### src/rbud_pkg.sv
// shared types, constants and helper functions for the range bit unpack decoder
// no dependencies, compiled first
package rbud_pkg;

    localparam int SYM_MAX_W = 8;
    localparam int LIMIT_W = 17;
    localparam logic [16:0] OUT_LIMIT_RESET = 17'd4096;
    localparam logic [16:0] OUT_LIMIT_MAX = 17'd65536;
    localparam int Q_DEPTH_DEFAULT = 4;

    localparam logic [1:0] PH_LOW    = 2'd0;
    localparam logic [1:0] PH_HIGH   = 2'd1;
    localparam logic [1:0] PH_DATA   = 2'd2;
    localparam logic [1:0] PH_ABSORB = 2'd3;

    localparam logic [1:0] ST_OK     = 2'd0;
    localparam logic [1:0] ST_ORDER  = 2'd1;
    localparam logic [1:0] ST_HEADER = 2'd2;

    // one entry of the front-to-back queue
    typedef struct packed {
        logic        unpack;  // 0: single result, 1: symbols from the bit buffer
        logic [7:0]  value;   // result value, or low value for unpack
        logic [16:0] run;
        logic [1:0]  status;
        logic [15:0] store;   // bit buffer, msb first
        logic [4:0]  count;   // valid bits in store
        logic [3:0]  width;   // symbol width
        logic [3:0]  nsym;    // symbols to emit
        logic        last;    // last flag for the final symbol
    } job_t;

    // least w in 1..8 with range >> w == 0
    function automatic logic [3:0] sym_width(input logic [7:0] range);
        logic [3:0] w;
        w = 4'd8;
        for (int k = 7; k >= 1; k--) begin
            if ((range >> k) == 8'd0) begin
                w = 4'(k);
            end
        end
        return w;
    endfunction

    // min(floor(c / w), 8) for c below 16 and w in 1..8
    function automatic logic [3:0] sym_count(input logic [4:0] c, input logic [3:0] w);
        logic [3:0] q;
        logic [7:0] prod;
        q = 4'd0;
        prod = 8'd0;
        for (int k = 1; k <= SYM_MAX_W; k++) begin
            prod = 8'(k) * {4'd0, w};
            if (prod <= {3'd0, c}) begin
                q = 4'(k);
            end
        end
        return q;
    endfunction

endpackage

### src/rbud_fifo.sv
// short job queue between the front and the back part
// depends on rbud_pkg for job_t
module rbud_fifo #(
    parameter int DEPTH = rbud_pkg::Q_DEPTH_DEFAULT
) (
    input  logic          aclk,
    input  logic          aresetn,
    input  logic          push,
    input  rbud_pkg::job_t push_job,
    input  logic          pop,
    output rbud_pkg::job_t head_job,
    output logic          full,
    output logic          empty
);
    import rbud_pkg::*;

    localparam int PTR_W = (DEPTH > 1) ? $clog2(DEPTH) : 1;
    localparam int CNT_W = $clog2(DEPTH + 1);

    job_t             entry_reg [DEPTH];
    logic [PTR_W-1:0] wr_ptr_reg;
    logic [PTR_W-1:0] rd_ptr_reg;
    logic [CNT_W-1:0] count_reg;

    assign full     = (count_reg == CNT_W'(DEPTH));
    assign empty    = (count_reg == '0);
    assign head_job = entry_reg[rd_ptr_reg];

    always_ff @(posedge aclk) begin
        if (push) begin
            entry_reg[wr_ptr_reg] <= push_job;
        end
    end

    always_ff @(posedge aclk) begin
        if (!aresetn) begin
            wr_ptr_reg <= '0;
            rd_ptr_reg <= '0;
            count_reg  <= '0;
        end else begin
            if (push) begin
                wr_ptr_reg <= (wr_ptr_reg == PTR_W'(DEPTH - 1)) ? '0 : wr_ptr_reg + 1'b1;
            end
            if (pop) begin
                rd_ptr_reg <= (rd_ptr_reg == PTR_W'(DEPTH - 1)) ? '0 : rd_ptr_reg + 1'b1;
            end
            if (push && !pop) begin
                count_reg <= count_reg + 1'b1;
            end else if (pop && !push) begin
                count_reg <= count_reg - 1'b1;
            end
        end
    end

endmodule

### src/rbud_front.sv
// front part: takes input words, tracks the block header and bit buffer,
// and queues result jobs; depends on rbud_pkg
module rbud_front (
    input  logic           aclk,
    input  logic           aresetn,
    input  logic           s_tvalid,
    output logic           s_tready,
    input  logic [7:0]     s_tdata,   // [7:0] in_byte
    input  logic           s_tlast,   // block_end
    input  logic [16:0]    out_limit,
    input  logic           full,
    output logic           push,
    output rbud_pkg::job_t push_job
);
    import rbud_pkg::*;

    logic [1:0]  phase_reg,   phase_next;
    logic [7:0]  low_reg,     low_next;
    logic [3:0]  width_reg,   width_next;
    logic [15:0] store_reg,   store_next;
    logic [4:0]  cnt_reg,     cnt_next;
    logic [16:0] emitted_reg, emitted_next;

    logic        take;
    logic [16:0] limit_eff;
    logic [15:0] store_cat;
    logic [4:0]  cnt_cat;
    logic [3:0]  q;
    logic [16:0] remain;
    logic [3:0]  nsym;
    logic [7:0]  used_bits;
    logic [16:0] emitted_sum;
    logic        hit;

    assign s_tready = !full;
    assign take     = s_tvalid && s_tready;

    always_comb begin
        if (out_limit == '0) begin
            limit_eff = 17'd1;
        end else if (out_limit > OUT_LIMIT_MAX) begin
            limit_eff = OUT_LIMIT_MAX;
        end else begin
            limit_eff = out_limit;
        end
    end

    // bit buffer after appending this byte; at most 15 bits are held
    assign store_cat   = {store_reg[7:0], s_tdata};
    assign cnt_cat     = cnt_reg + 5'd8;
    assign q           = sym_count(cnt_cat, width_reg);
    assign remain      = limit_eff - emitted_reg;
    assign nsym        = (remain < {13'd0, q}) ? remain[3:0] : q;
    assign used_bits   = {4'd0, nsym} * {4'd0, width_reg};
    assign emitted_sum = emitted_reg + {13'd0, nsym};
    assign hit         = (emitted_sum >= limit_eff);

    always_comb begin
        phase_next   = phase_reg;
        low_next     = low_reg;
        width_next   = width_reg;
        store_next   = store_reg;
        cnt_next     = cnt_reg;
        emitted_next = emitted_reg;
        push         = 1'b0;
        push_job     = '0;
        push_job.last = 1'b1;
        if (take) begin
            case (phase_reg)
                PH_LOW: begin
                    low_next     = s_tdata;
                    store_next   = '0;
                    cnt_next     = '0;
                    emitted_next = '0;
                    width_next   = '0;
                    if (s_tlast) begin
                        push            = 1'b1;
                        push_job.status = ST_HEADER;
                    end else begin
                        phase_next = PH_HIGH;
                    end
                end
                PH_HIGH: begin
                    if (s_tdata < low_reg) begin
                        push            = 1'b1;
                        push_job.status = ST_ORDER;
                        phase_next      = s_tlast ? PH_LOW : PH_ABSORB;
                    end else if (s_tdata == low_reg) begin
                        // fill: one result stands for the whole limit
                        push            = 1'b1;
                        push_job.value  = low_reg;
                        push_job.run    = limit_eff;
                        push_job.status = ST_OK;
                        phase_next      = s_tlast ? PH_LOW : PH_ABSORB;
                    end else if (s_tlast) begin
                        push            = 1'b1;
                        push_job.status = ST_HEADER;
                        phase_next      = PH_LOW;
                    end else begin
                        width_next = sym_width(s_tdata - low_reg);
                        phase_next = PH_DATA;
                    end
                end
                PH_DATA: begin
                    if (emitted_reg >= limit_eff) begin
                        phase_next = s_tlast ? PH_LOW : PH_ABSORB;
                    end else begin
                        push            = 1'b1;
                        push_job.unpack = 1'b1;
                        push_job.value  = low_reg;
                        push_job.run    = 17'd1;
                        push_job.status = ST_OK;
                        push_job.store  = store_cat;
                        push_job.count  = cnt_cat;
                        push_job.width  = width_reg;
                        push_job.nsym   = nsym;
                        push_job.last   = s_tlast || hit;
                        store_next      = store_cat;
                        cnt_next        = cnt_cat - used_bits[4:0];
                        emitted_next    = emitted_sum;
                        if (s_tlast) begin
                            phase_next = PH_LOW;
                        end else if (hit) begin
                            phase_next = PH_ABSORB;
                        end
                    end
                end
                default: begin
                    if (s_tlast) begin
                        phase_next = PH_LOW;
                    end
                end
            endcase
        end
    end

    always_ff @(posedge aclk) begin
        if (!aresetn) begin
            phase_reg   <= PH_LOW;
            low_reg     <= '0;
            width_reg   <= '0;
            store_reg   <= '0;
            cnt_reg     <= '0;
            emitted_reg <= '0;
        end else begin
            phase_reg   <= phase_next;
            low_reg     <= low_next;
            width_reg   <= width_next;
            store_reg   <= store_next;
            cnt_reg     <= cnt_next;
            emitted_reg <= emitted_next;
        end
    end

    // between data bytes fewer bits than one symbol remain
    assert property (@(posedge aclk) disable iff (!aresetn)
        (phase_reg == PH_DATA) |-> (width_reg != '0) && (cnt_reg < {1'b0, width_reg}))
        else $error("bit count not below symbol width in data phase");

    assert property (@(posedge aclk) disable iff (!aresetn)
        (push && push_job.unpack) |-> (push_job.nsym != '0)
            && (used_bits <= {3'd0, push_job.count}))
        else $error("unpack job with no symbols or too few bits");

    assert property (@(posedge aclk) disable iff (!aresetn)
        emitted_reg <= OUT_LIMIT_MAX)
        else $error("emitted count beyond maximum limit");

endmodule

### src/rbud_back.sv
// back part: turns queued jobs into result words, one per cycle while m_tready is high
// and the queue holds a job, through an output register; depends on rbud_pkg
module rbud_back (
    input  logic           aclk,
    input  logic           aresetn,
    input  rbud_pkg::job_t head_job,
    input  logic           empty,
    output logic           pop,
    output logic           m_tvalid,
    input  logic           m_tready,
    output logic [31:0]    m_tdata,   // [7:0] value, [24:8] run, rest zero
    output logic [1:0]     m_tuser,   // [1:0] status
    output logic           m_tlast    // last
);
    import rbud_pkg::*;

    logic        m_tvalid_reg;
    logic [7:0]  value_reg;
    logic [16:0] run_reg;
    logic [1:0]  status_reg;
    logic        last_reg;
    logic [3:0]  idx_reg;   // symbols already sent from the head job
    logic [4:0]  pos_reg;   // bits still unread in the head job

    logic        out_free;
    logic        fire;
    logic [4:0]  pos_cur;
    logic [4:0]  pos_new;
    logic        final_sym;
    logic [15:0] shifted;
    logic [7:0]  mask;
    logic [7:0]  sym;

    assign out_free  = !m_tvalid_reg || m_tready;
    assign fire      = !empty && out_free;
    assign pos_cur   = (idx_reg == '0) ? head_job.count : pos_reg;
    assign pos_new   = pos_cur - {1'b0, head_job.width};
    assign final_sym = ((idx_reg + 4'd1) == head_job.nsym);
    assign shifted   = head_job.store >> pos_new;
    assign mask      = 8'((9'd1 << head_job.width) - 9'd1);
    assign sym       = shifted[7:0] & mask;
    assign pop       = fire && (!head_job.unpack || final_sym);

    always_ff @(posedge aclk) begin
        if (fire) begin
            if (head_job.unpack) begin
                value_reg  <= sym + head_job.value;
                run_reg    <= 17'd1;
                status_reg <= ST_OK;
                last_reg   <= final_sym && head_job.last;
            end else begin
                value_reg  <= head_job.value;
                run_reg    <= head_job.run;
                status_reg <= head_job.status;
                last_reg   <= 1'b1;
            end
        end
    end

    always_ff @(posedge aclk) begin
        if (!aresetn) begin
            m_tvalid_reg <= 1'b0;
            idx_reg      <= '0;
            pos_reg      <= '0;
        end else begin
            if (out_free) begin
                m_tvalid_reg <= fire;
            end
            if (fire) begin
                idx_reg <= pop ? '0 : idx_reg + 4'd1;
                pos_reg <= pos_new;
            end
        end
    end

    assign m_tvalid = m_tvalid_reg;
    assign m_tdata  = {7'd0, run_reg, value_reg};
    assign m_tuser  = status_reg;
    assign m_tlast  = last_reg;

    // a partly sent job stays at the head of the queue
    assert property (@(posedge aclk) disable iff (!aresetn)
        (idx_reg != '0) |-> !empty && head_job.unpack && (idx_reg < head_job.nsym))
        else $error("symbol index without a matching unpack job");

    assert property (@(posedge aclk) disable iff (!aresetn)
        (fire && head_job.unpack) |-> (pos_cur >= {1'b0, head_job.width}))
        else $error("bit buffer underflow");

    assert property (@(posedge aclk) disable iff (!aresetn)
        pop |=> (idx_reg == '0))
        else $error("symbol index not cleared after job done");

endmodule

### src/range_bit_unpack_decoder_unit.sv
// Frame-of-reference bit unpacking decoder.
// Input: one compressed byte per word on s_tdata, s_tlast marks the block's
// final byte. The first byte is the low value, the second the high value;
// later bytes are unpacked msb first into symbols of the least width that
// covers high - low, each sent as symbol + low. High equal to low gives a
// single fill result whose run is the output limit.
// Output: m_tdata holds value and run, m_tuser the status (ok, high below
// low, header-only block), m_tlast the block's final result.
// Config: the user writes out_limit via cfg_data (reset 4096) only while the block is idle; nothing enforces it.
// Timing: the front takes one byte per cycle while the job queue has room;
// the back sends one result per cycle while m_tready is high; a data byte
// yields one result per symbol, up to eight at symbol width one. The first
// result of a byte passes through the job queue and then the output register.
// Reset: aresetn low for one edge returns to expecting a low byte and empties
// the queue and the output register.
// Stall: while m_tready is low the result holds, the queue fills and then
// s_tready drops until the back drains it.
// depends on rbud_pkg, rbud_front, rbud_fifo, rbud_back
module range_bit_unpack_decoder_unit #(
    parameter int Q_DEPTH = rbud_pkg::Q_DEPTH_DEFAULT
) (
    input  logic        aclk,
    input  logic        aresetn,
    input  logic        s_tvalid,
    output logic        s_tready,
    input  logic [7:0]  s_tdata,   // [7:0] in_byte
    input  logic        s_tlast,   // block_end
    output logic        m_tvalid,
    input  logic        m_tready,
    output logic [31:0] m_tdata,   // [7:0] value, [24:8] run, rest zero
    output logic [1:0]  m_tuser,   // [1:0] status
    output logic        m_tlast,   // last
    input  logic        cfg_valid,
    output logic        cfg_ready,
    input  logic [16:0] cfg_data   // [16:0] out_limit
);
    import rbud_pkg::*;

    logic [16:0] out_limit_reg;
    logic        push;
    logic        pop;
    logic        full;
    logic        empty;
    job_t        push_job;
    job_t        head_job;

    assign cfg_ready = 1'b1;

    always_ff @(posedge aclk) begin
        if (!aresetn) begin
            out_limit_reg <= OUT_LIMIT_RESET;
        end else if (cfg_valid && cfg_ready) begin
            out_limit_reg <= cfg_data;
        end
    end

    rbud_front u_front (
        .aclk      (aclk),
        .aresetn   (aresetn),
        .s_tvalid  (s_tvalid),
        .s_tready  (s_tready),
        .s_tdata   (s_tdata),
        .s_tlast   (s_tlast),
        .out_limit (out_limit_reg),
        .full      (full),
        .push      (push),
        .push_job  (push_job)
    );

    rbud_fifo #(
        .DEPTH (Q_DEPTH)
    ) u_fifo (
        .aclk     (aclk),
        .aresetn  (aresetn),
        .push     (push),
        .push_job (push_job),
        .pop      (pop),
        .head_job (head_job),
        .full     (full),
        .empty    (empty)
    );

    rbud_back u_back (
        .aclk     (aclk),
        .aresetn  (aresetn),
        .head_job (head_job),
        .empty    (empty),
        .pop      (pop),
        .m_tvalid (m_tvalid),
        .m_tready (m_tready),
        .m_tdata  (m_tdata),
        .m_tuser  (m_tuser),
        .m_tlast  (m_tlast)
    );

endmodule
### config.mk
export PLATFORM = sky130hd
export DESIGN_NAME = range_bit_unpack_decoder_unit
export DESIGN_NICKNAME = d
export VERILOG_FILES = /design/src/rbud_pkg.sv /design/src/rbud_fifo.sv /design/src/rbud_front.sv /design/src/rbud_back.sv /design/src/range_bit_unpack_decoder_unit.sv
export SDC_FILE = /design/constraint.sdc
export NUM_CORES = 1
export LEC_CHECK = 0
export ABC_AREA = 1
export BUFFER_PORTS_ARGS = -buffer_cell sky130_fd_sc_hd__buf_2
export CAP_MARGIN = 20
export CORE_MARGIN = 3
export CORE_UTILIZATION = 30
export CTS_BUF_LIST = sky130_fd_sc_hd__clkbuf_2
export CTS_CLUSTER_DIAMETER = 60
export DETAILED_ROUTE_END_ITERATION = 10
export PLACE_DENSITY = 0.42
export SKIP_CTS_REPAIR_TIMING = 1
export SKIP_LAST_GASP = 1
export SLEW_MARGIN = 30
export SYNTH_ARGS = -nofsm -noshare
export SYNTH_HDL_FRONTEND = slang
export SYNTH_SLANG_ARGS = --single-unit
### constraint.sdc
create_clock -name aclk -period 17.6 [get_ports aclk]
set_input_delay 1.76 -clock aclk [delete_from_list [all_inputs] [get_ports aclk]]
set_output_delay 1.76 -clock aclk [all_outputs]
set_load 0.1 [all_outputs]
==> impl_metrics.toml, run 1 <==
[power]
leakagePower_nw = 8.90
power_per_cell_area_nw_per_um2 = 195
irDropWorstVdd_v = 0.000181

[timing]
rsz0062_at_grt = "false"
setup_tns_ns = 0
report.final.slew_viol_count = 0
layout_min_cycle_time_ns = 8.16
fmax_achieved_mhz = 123
setup_viol_count_final = 0
max-slew-margin-rel_pct = 35.5
tightest_slew_ns = 0.958
post-route-period-util_pct = 46.4
finClkSkew_ns = 0.0836
report.final.hold_viol_count = 0

[synth]
synth_ff_type = "sky130_fd_sc_hd__edfxtp_1"
netlist_area_sq_um = 18600
synth.lib_cells_used.distinct = 58
syn_warnings = 0
synth_enable_flop_cells = 260
netlist_instances = 2083
syn_avg_cell_area_sq_um = 8.94
synth-seq-area-share_pct = 50.5
async_flop_share_pct = 0
synth-seq-cells = 340

[grt]
grt_max_degree = 84
grt-ovfl-total = 0
number_of_global_route_vias_before_repair = 14300
grt.total_usage_pct = 16.3
antenna_found_initial = 2
grt_first_pass_wirelength_um = 81700

[finish]
final_layout_size_suffix_gt1_share_pct = 11.4
design_area_sq_um = 20700
final_cell_mix = "380 x sky130_fd_sc_hd__nand2_1, 280 x sky130_fd_sc_hd__inv_1, 260 x sky130_fd_sc_hd__edfxtp_1"
final_common_cell = "sky130_fd_sc_hd__nand2_1"
n_fill_cell = 6272
finish.net_count = 2344
largest_register_ffs = 232
synthToLayoutAreaGrowth_pct = 10.9

[setup_path]
critPathMaxFanout = 16
slowest_stage = "sky130_fd_sc_hd__dfxtp_1"
endpoint_kind_of_the_worst_setup_timing_path = "flop"
timing.critical_path.slowest_cell_delay_ns = 0.82
cp.arrival_ns = 8.93
number_of_cells_traversed_by_the_worst_register_to_register_path = 40
cp-start-kind = "flop"
timing_worst_setup_path_type = "flop to flop"
worstPathRequired_ns = 18.37

[placement]
hpwlAfterDp_um = 35200
placed_cell_area_sq_um = 19800
io_buffers = 60
gpl.final_weighted_congestion = 0.841

[route]
vias_per_cell = 4.68
total_iterations_of_the_first_detailed_routing_run = 5
postRouteWirelength_um = 52300
drtIter0Drc = 835
drc_errors = 0
routed_wire_length_per_instance_um = 17.0
vias = 14400
drtAntennaViolNets = 0

[die]
die_width_um = 255
floorplan.die_area_sq_um = 65100
die_h_um = 255
core_area_sq_um = 60900
pin_count = 69
rows = 90
floorplan.initialDensity_pct = 30.6

[run_status]
outcome = "complete, no violations"

[hold_path]
min_path_cells = 2
worstHoldPathType = "flop to flop"

[clocking]
path_clk_slew_ns = 0.12
cts_tree = "built"
clk_path_buf_depth = 3
clkSinkCount = 340
worst_skew_pair.late_latency_ns = 1.04
cts_root_buffer = "sky130_fd_sc_hd__clkbuf_2"
ctsHtreeMaxLevel = 3
cts_buffers = 88

[flow_run]
maxCapViolations = 0
## per-stage QoR
| stage | power, mW | hold slack (ns) | instances | worst slack, ns | utilization (%) |
|---|---|---|---|---|---|
| after global routing | 4.40 | 0.514 | 3074 | 8.44 | 33.9 |
| after floorplan | 2.85 | 0.440 | 2089 | 10.41 | - |
| after global placement | 3.47 | 0.453 | 2914 | 9.57 | 32.5 |
| after CTS | 4.07 | 0.478 | 3072 | 9.40 | 33.9 |
| after detailed placement | 3.49 | 0.460 | 2914 | 9.43 | 32.5 |
| final | 4.02 | 0.479 | 3075 | 9.44 | 33.9 |
## critical path, delay by kind of cell (launching register included)
family	cells	cell delay [ns]
and+or+nand+nor	16	2.46
DFF	1	0.82
adders and majority gates	8	2.53
AOI/OAI and AO/OA	10	1.58
xor gates and xnor gates	1	0.17
buffers and inverters	5	0.35
## synth_stat cells (all sizes together), types with 3 or more instances
| cell type | number | share of area, % |
|---|---|---|
| fa | 17 | 1.8 |
| buf | 27 | 0.85 |
| o21a | 9 | 0.36 |
| clkbuf | 53 | 1.1 |
| edfxtp | 260 | 42 |
| nor2 | 247 | 5.1 |
| a32o | 4 | 0.22 |
| o21ai | 175 | 4.7 |
| xor2 | 33 | 1.6 |
| nand3 | 95 | 2.6 |
| and2 | 5 | 0.17 |
| o22ai | 35 | 1.2 |
| clkinv | 3 | 0.060 |
| dfxtp | 80 | 8.6 |
| nand4 | 12 | 0.40 |
| nor4 | 8 | 0.27 |
| inv | 285 | 5.7 |
| ha | 119 | 8.0 |
| nand3b | 5 | 0.20 |
| nand2 | 389 | 8.0 |
| a21oi | 129 | 3.5 |
| or2 | 6 | 0.20 |
| a31oi | 7 | 0.24 |
| mux2i | 4 | 0.22 |
| a211oi | 9 | 0.36 |
| nor3 | 19 | 0.54 |
| o21bai | 3 | 0.12 |
| xnor2 | 15 | 0.71 |
| a32oi | 6 | 0.28 |
## report_power, final
group / leakage, nW / internal (mW) / total, mW / switching (mW)
Combinational: 5.02 / 0.696 / 2.40 / 1.70
Sequential: 3.25 / 1.01 / 1.06 / 0.0472
Clock: 0.630 / 0.231 / 0.560 / 0.329
Total: 8.90 / 1.94 / 4.02 / 2.08
## logic make-up after synthesis
kind of cell	after synthesis	synth area share [%]
AO/OA/AOI/OAI	396	11.8
XOR/XNOR	48	2.26
adder cells (fa/ha/maj)	136	9.82
buffers and inverters	368	7.72
flip-flops	340	50.5
multiplexers	4	0.215
other	2	0.0403
AND/OR/NAND/NOR	789	17.6
## final timing paths
| kind | slack, ns | from | to |
|---|---|---|---|
| max reg2reg | 9.44 | u_front.width_reg[2] | u_fifo.entry_reg[3][0] |
| min reg2reg | 0.48 | u_front.emitted_reg[16] | u_front.emitted_reg[16] |
| min | 0.48 | u_front.emitted_reg[16] | u_front.emitted_reg[16] |
| max | 9.44 | u_front.width_reg[2] | u_fifo.entry_reg[3][0] |
## per-layer routing
metal | wire, um | GRT usage [%] | vias up
li1 | - | - | 7218
met1 | 26500 | 23.5 | 6832
met2 | 22700 | 25.1 | 271
met3 | 2030 | 2.44 | 69
met4 | 1080 | 5.59 | 0
met5 | 0 | 0 | -
## layout make-up
class | count | area, sq um | share of cell area, %
multi-input cells | 1381 | 7840 | 38.0
clock inverters | 24 | 149 | 0.721
flip-flops and latches | 340 | 9410 | 45.6
clock buffers | 134 | 671 | 3.25
inverters | 288 | 1080 | 5.24
repair buffers | 78 | 459 | 2.22
well taps | 828 | 1040 | 5.01
diodes | 2 | 5.00 | 0.0242
Note: power is estimated with default switching activity, not from simulation.
==> run 2, diff against run 1 <==
- clock period: 17.6 -> 8.6 ns (I/O delays scaled with it)
==> run 2 against run 1 <==
  * Core utilization hardly changed
  * Die area unchanged
  * Via count down 0.36%
  * Critical path type unchanged
  * Largest power group unchanged
  * Critical path depth is 1 higher
  * Total power rose by 100%
  * Non-clock buffer count grew 5
  * Worst setup slack got worse by 8.5 ns
  * Sequential power grew 100%
  * Largest cell class unchanged
  * Maximum frequency increased by 6.1%
  * First-iteration DRC count grew 2.5%
  * Clock power increased by 100%
  * Sequential share of layout area barely moved
  * Highest routed layer unchanged
==> impl_metrics.toml, run 2 (synthesis results as in run 1) <==
[run_status]
outcome = "complete, no violations"

[route]
drc_errors = 0
vias_per_cell = 4.66
drtIter0Drc = 856
route.met3.wl_um = 2270
maxUsedRoutingLayer = "met4"
routed_wire_length_per_instance_um = 17.1
postRouteWirelength_um = 52600
routed-wl-met2_um = 22800
detail_route.wirelength.met1_um = 26500
total_iterations_of_the_first_detailed_routing_run = 5
drtAntennaViolNets = 0
vias = 14300

[timing]
max-slew-margin-rel_pct = 42.5
rsz0062_at_grt = "false"
report.final.hold_viol_count = 0
layout_min_cycle_time_ns = 7.69
fmax_achieved_mhz = 130
report.final.slew_viol_count = 0
finClkSkew_ns = 0.0661
fin_ws_ns = 0.909
setup_viol_count_final = 0
post-route-period-util_pct = 89.4
setup_tns_ns = 0
tightest_slew_ns = 0.861

[grt]
grt_max_degree = 62
antenna_found_initial = 2
number_of_global_route_vias_before_repair = 14200
grt.total_usage_pct = 16.3
grt_first_pass_wirelength_um = 81700
grt-ovfl-total = 0

[finish]
layout.core_utilization_pct = 33.9
area_taken_by_flip_flops_and_latches_sq_um = 9410
finalNonFillerCells = 3078
final_layout_size_suffix_gt1_share_pct = 11.7
combined_area_of_the_multi_input_logic_cells_sq_um = 7850
largest_register_ffs = 232
final_common_cell = "sky130_fd_sc_hd__nand2_1"
n_fill_cell = 6401
final_cell_mix = "380 x sky130_fd_sc_hd__nand2_1, 280 x sky130_fd_sc_hd__inv_1, 260 x sky130_fd_sc_hd__edfxtp_1"
synthToLayoutAreaGrowth_pct = 11.1
finish.net_count = 2349

[power]
irDropWorstVdd_v = 0.000297
power_per_cell_area_nw_per_um2 = 398
power.share.combinational_pct = 59.8
cell_internal_power_dissipation_mw = 3.96
pwr-share-clk_pct = 13.8
p_switching_mw = 4.27
report.power.total_mw = 8.23
net_switching_fraction_of_the_power_pct = 51.9
power.sequential.fraction_pct = 26.4
leakagePower_nw = 8.92

[setup_path]
endpoint_kind_of_the_worst_setup_timing_path = "flop"
worstPathRequired_ns = 9.47
slowest_stage = "sky130_fd_sc_hd__fa_1"
crit-reg2reg-launch = "u_front.width_reg[0]"
number_of_cells_traversed_by_the_worst_register_to_register_path = 41
timing_worst_setup_path_type = "flop to flop"
timing.critical_path.slowest_cell_delay_ns = 0.61
critPathMaxFanout = 9
critical_path_start = "u_front.width_reg[0]"
cp-start-kind = "flop"
cp.arrival_ns = 8.56

[hold_path]
hold_start = "cfg_data[12]"
min_path_cells = 3
worstHoldPathType = "primary input to flop"

[placement]
gpl.final_weighted_congestion = 0.823
post-place-cells = 2919
pre_cts_slack_ns = 0.625
hpwlAfterDp_um = 36000
io_buffers = 60

[clocking]
clkSinkCount = 340
cts_buffers = 88
path_clk_slew_ns = 0.12
cts_tree = "built"
cts_root_buffer = "sky130_fd_sc_hd__clkbuf_2"
ctsHtreeMaxLevel = 3
worst_skew_pair.late_latency_ns = 0.99
clk_path_buf_depth = 3

[flow_run]
maxCapViolations = 0

[die]
floorplan.initialDensity_pct = 30.6
rows = 90
floorplan.die_area_sq_um = 65100
die_width_um = 255
pin_count = 69
core_area_sq_um = 60900
die_h_um = 255
==> run 2: cell count changes in the layout (fill, tap and decap cells not counted), moves of 2 or more <==
cell and delta:
sky130_fd_sc_hd__buf_4 +8, sky130_fd_sc_hd__clkinv_2 +5, sky130_fd_sc_hd__clkbuf_2 -3, sky130_fd_sc_hd__buf_6 -2, sky130_fd_sc_hd__clkinv_1 -2, sky130_fd_sc_hd__o21ai_0 -2, sky130_fd_sc_hd__o21ai_1 +2
==> run 2: worst paths after layout <==
| path | end | slack (ns) |
|---|---|---|
| hold reg to reg | out_limit_reg[15] | 0.49 |
| setup / recovery | u_front.phase_reg[0] | 0.91 |
| hold / removal | out_limit_reg[12] | 0.09 |
| setup reg to reg | u_front.phase_reg[0] | 0.91 |
==> run 2: power by group through the flow <==
stage	Clock [mW]	Combinational (mW)	Sequential (mW)
finish	1.14	4.92	2.17
global route	1.28	5.53	2.20
CTS	1.20	4.96	2.18
detailed placement	0	4.94	2.22
global placement	0	4.89	2.21
floorplan	0	3.15	2.69
==> run 2: area by class of cell <==
| cell class | count | share of cell area (%) |
|---|---|---|
| tap | 828 | 5.01 |
| inverter | 288 | 5.24 |
| sequential | 340 | 45.5 |
| clock inverter | 26 | 0.762 |
| clock buffer | 131 | 3.17 |
| antenna | 1 | 0.0121 |
| multi-input combinational | 1381 | 38.0 |
| timing repair buffer | 83 | 2.33 |
==> run 2: stage by stage <==
step | hold WS (ns) | cell area (sq um)
after floorplan | 0.440 | 18600
after global placement | 0.452 | 19800
after detailed placement | 0.466 | 19900
after CTS | -0.0698 | 20700
after global routing | 0.00139 | 20700
final | 0.0922 | 20700
==> run 2: critical path, delay by kind of cell, from the launching register on <==
family,cells,cell delay (ns)
adder cells (fa/ha/maj),8,2.58
AND/OR/NAND/NOR,16,2.36
AO/OA/AOI/OAI,12,1.63
flip-flops,1,0.45
XOR/XNOR,2,0.38
buffers and inverters,3,0.20
==> run 2: per-layer routing <==
metal | global-route usage, % | up-vias
met1 | 23.6 | 6737
met4 | 5.34 | 0
met2 | 24.9 | 291
met3 | 2.63 | 78
met5 | 0 | -
li1 | - | 7232
==> run 3, diff against run 2 <==
- ABC_CLOCK_PERIOD_IN_PS: unset -> 8600
- CORE_ASPECT_RATIO: unset -> 2
==> run 3 against run 2 <==
  * Maximum frequency down 0.41%
  * Combinational power up 2%
  * Register-to-register slack worse by 0.03 ns
  * Sequential share of layout area down 0.41 points
  * Cell count down 0.78%
  * Worst setup slack worse by 0.031 ns
  * First-iteration DRC count down 12%
  * Largest cell class unchanged
==> impl_metrics.toml, run 3 (synthesis results as in run 1) <==
[run_status]
outcome = "complete, no violations"

[grt]
number_of_global_route_vias_before_repair = 14900
antenna_found_initial = 4
grt-ovfl-total = 0
grt_first_pass_wirelength_um = 87400
grt.total_usage_pct = 18.0
grt_max_degree = 77

[placement]
gpl.final_weighted_congestion = 0.876
hpwlAfterDp_um = 42800
io_buffers = 60
pre_cts_slack_ns = 0.872

[clocking]
cts_tree = "built"
cts_root_buffer = "sky130_fd_sc_hd__clkbuf_2"
clkSinkCount = 340
path_clk_slew_ns = 0.11
clk_path_buf_depth = 3
worst_skew_pair.late_latency_ns = 1.16
cts_buffers = 84
ctsHtreeMaxLevel = 3

[setup_path]
slowest_stage = "sky130_fd_sc_hd__fa_1"
crit-reg2reg-launch = "u_front.width_reg[0]"
endpoint_kind_of_the_worst_setup_timing_path = "flop"
critPathMaxFanout = 9
worstPathRequired_ns = 9.58
cp-start-kind = "flop"
worst-r2r-setup-slack_ns = 0.88
number_of_cells_traversed_by_the_worst_register_to_register_path = 41
critical_path_start = "u_front.width_reg[0]"
timing_worst_setup_path_type = "flop to flop"
timing.critical_path.slowest_cell_delay_ns = 0.60
cp.arrival_ns = 8.70
worstReg2RegEnd = "u_front.phase_reg[1]"

[route]
routed_wire_length_per_instance_um = 19.3
drtIter0Drc = 753
total_iterations_of_the_first_detailed_routing_run = 5
vias_per_cell = 4.82
drc_errors = 0
drtAntennaViolNets = 0
postRouteWirelength_um = 58900
vias = 14700

[die]
rows = 128
die_width_um = 182
core_area_sq_um = 61200
die_h_um = 358
floorplan.initialDensity_pct = 30.4
floorplan.die_area_sq_um = 65300
pin_count = 69

[power]
irDropWorstVdd_v = 0.000326
report.power.total_mw = 8.37
leakagePower_nw = 9.02
power_per_cell_area_nw_per_um2 = 401

[timing]
max-slew-margin-rel_pct = 38.3
report.final.hold_viol_count = 0
setup_viol_count_final = 0
finClkSkew_ns = 0.105
whs_ns = 0.0702
post-route-period-util_pct = 89.8
fmax_achieved_mhz = 129
rsz0062_at_grt = "false"
setup_tns_ns = 0
fin_ws_ns = 0.878
tightest_slew_ns = 0.926
report.final.slew_viol_count = 0
layout_min_cycle_time_ns = 7.72

[finish]
largest_register_ffs = 232
synthToLayoutAreaGrowth_pct = 12.1
n_fill_cell = 6411
combined_area_of_the_multi_input_logic_cells_sq_um = 7850
final_layout_size_suffix_gt1_share_pct = 11.7
final_common_cell = "sky130_fd_sc_hd__nand2_1"
final_cell_mix = "380 x sky130_fd_sc_hd__nand2_1, 280 x sky130_fd_sc_hd__inv_1, 260 x sky130_fd_sc_hd__edfxtp_1"
finish.net_count = 2368
area_taken_by_flip_flops_and_latches_sq_um = 9410

[hold_path]
worstHoldPathType = "primary input to flop"
worstHoldEndpoint = "u_front.low_reg[0]"
hold_start = "s_tdata[0]"
min_path_cells = 3

[flow_run]
maxCapViolations = 0
==> run 3: cell types whose count changed in the layout (fill, tap and decap cells not counted), moves of 2 or more <==
cell	delta
sky130_fd_sc_hd__diode_2	+2
sky130_fd_sc_hd__o21ai_0	+2
sky130_fd_sc_hd__inv_6	+2
sky130_fd_sc_hd__dlygate4sd3_1	+20
sky130_fd_sc_hd__clkinv_4	+2
sky130_fd_sc_hd__clkbuf_2	-3
sky130_fd_sc_hd__clkinv_2	-2
sky130_fd_sc_hd__buf_4	+2
sky130_fd_sc_hd__o21ai_1	-2
==> run 3: how the worst max path moves through the flow <==
stage                                        end  slack [ns]
after floorplan           u_fifo.entry_reg[0][0]        1.41
after global placement    u_fifo.entry_reg[3][0]        0.92
after detailed placement    u_front.phase_reg[0]        0.87
after CTS                   u_front.phase_reg[1]        0.79
after global routing        u_front.phase_reg[1]         0.1
final                       u_front.phase_reg[1]        0.88
==> run 3: per-stage QoR <==
stage,cells,cell area [sq um],utilization [%]
2_1_floorplan,2089,18600,-
3_3_place_gp,2873,19800,32.4
3_5_place_dp,2873,19800,32.4
4_1_cts,3029,20600,33.7
5_1_grt,3053,20900,34.1
6_report,3054,20900,34.1
==> run 3: per-layer routing <==
metal	vias to the layer above	track usage [%]	share of wire, %
met2	316	37.6	58
met4	0	8.62	4.8
met5	-	0	0
li1	7270	-	-
met3	112	3.27	3.2
met1	7035	15.9	34
==> run 3: report_power, final <==
part	internal, mW	leakage, nW	total, mW	switching, mW
Sequential	2.07	3.25	2.17	0.103
Combinational	1.44	5.15	5.02	3.59
Clock	0.465	0.622	1.17	0.706
==> run 3: worst max-delay path: cells and delay by family, from the launching register on <==
kind / cells / cell delay [ns]
adders and majority gates: 8 / 2.56
and+or+nand+nor: 16 / 2.39
AOI/OAI and AO/OA: 12 / 1.68
DFF: 1 / 0.45
xor gates and xnor gates: 2 / 0.35
buffers and inverters: 3 / 0.17
==> run 3: area by class of cell <==
class | count | area share (%)
diodes | 3 | 0.0360
clock buffers | 128 | 3.07
clock inverters | 28 | 0.899
inverters | 288 | 5.19
multi-input cells | 1381 | 37.6
flip-flops and latches | 340 | 45.1
well taps | 780 | 4.68
repair buffers | 106 | 3.44
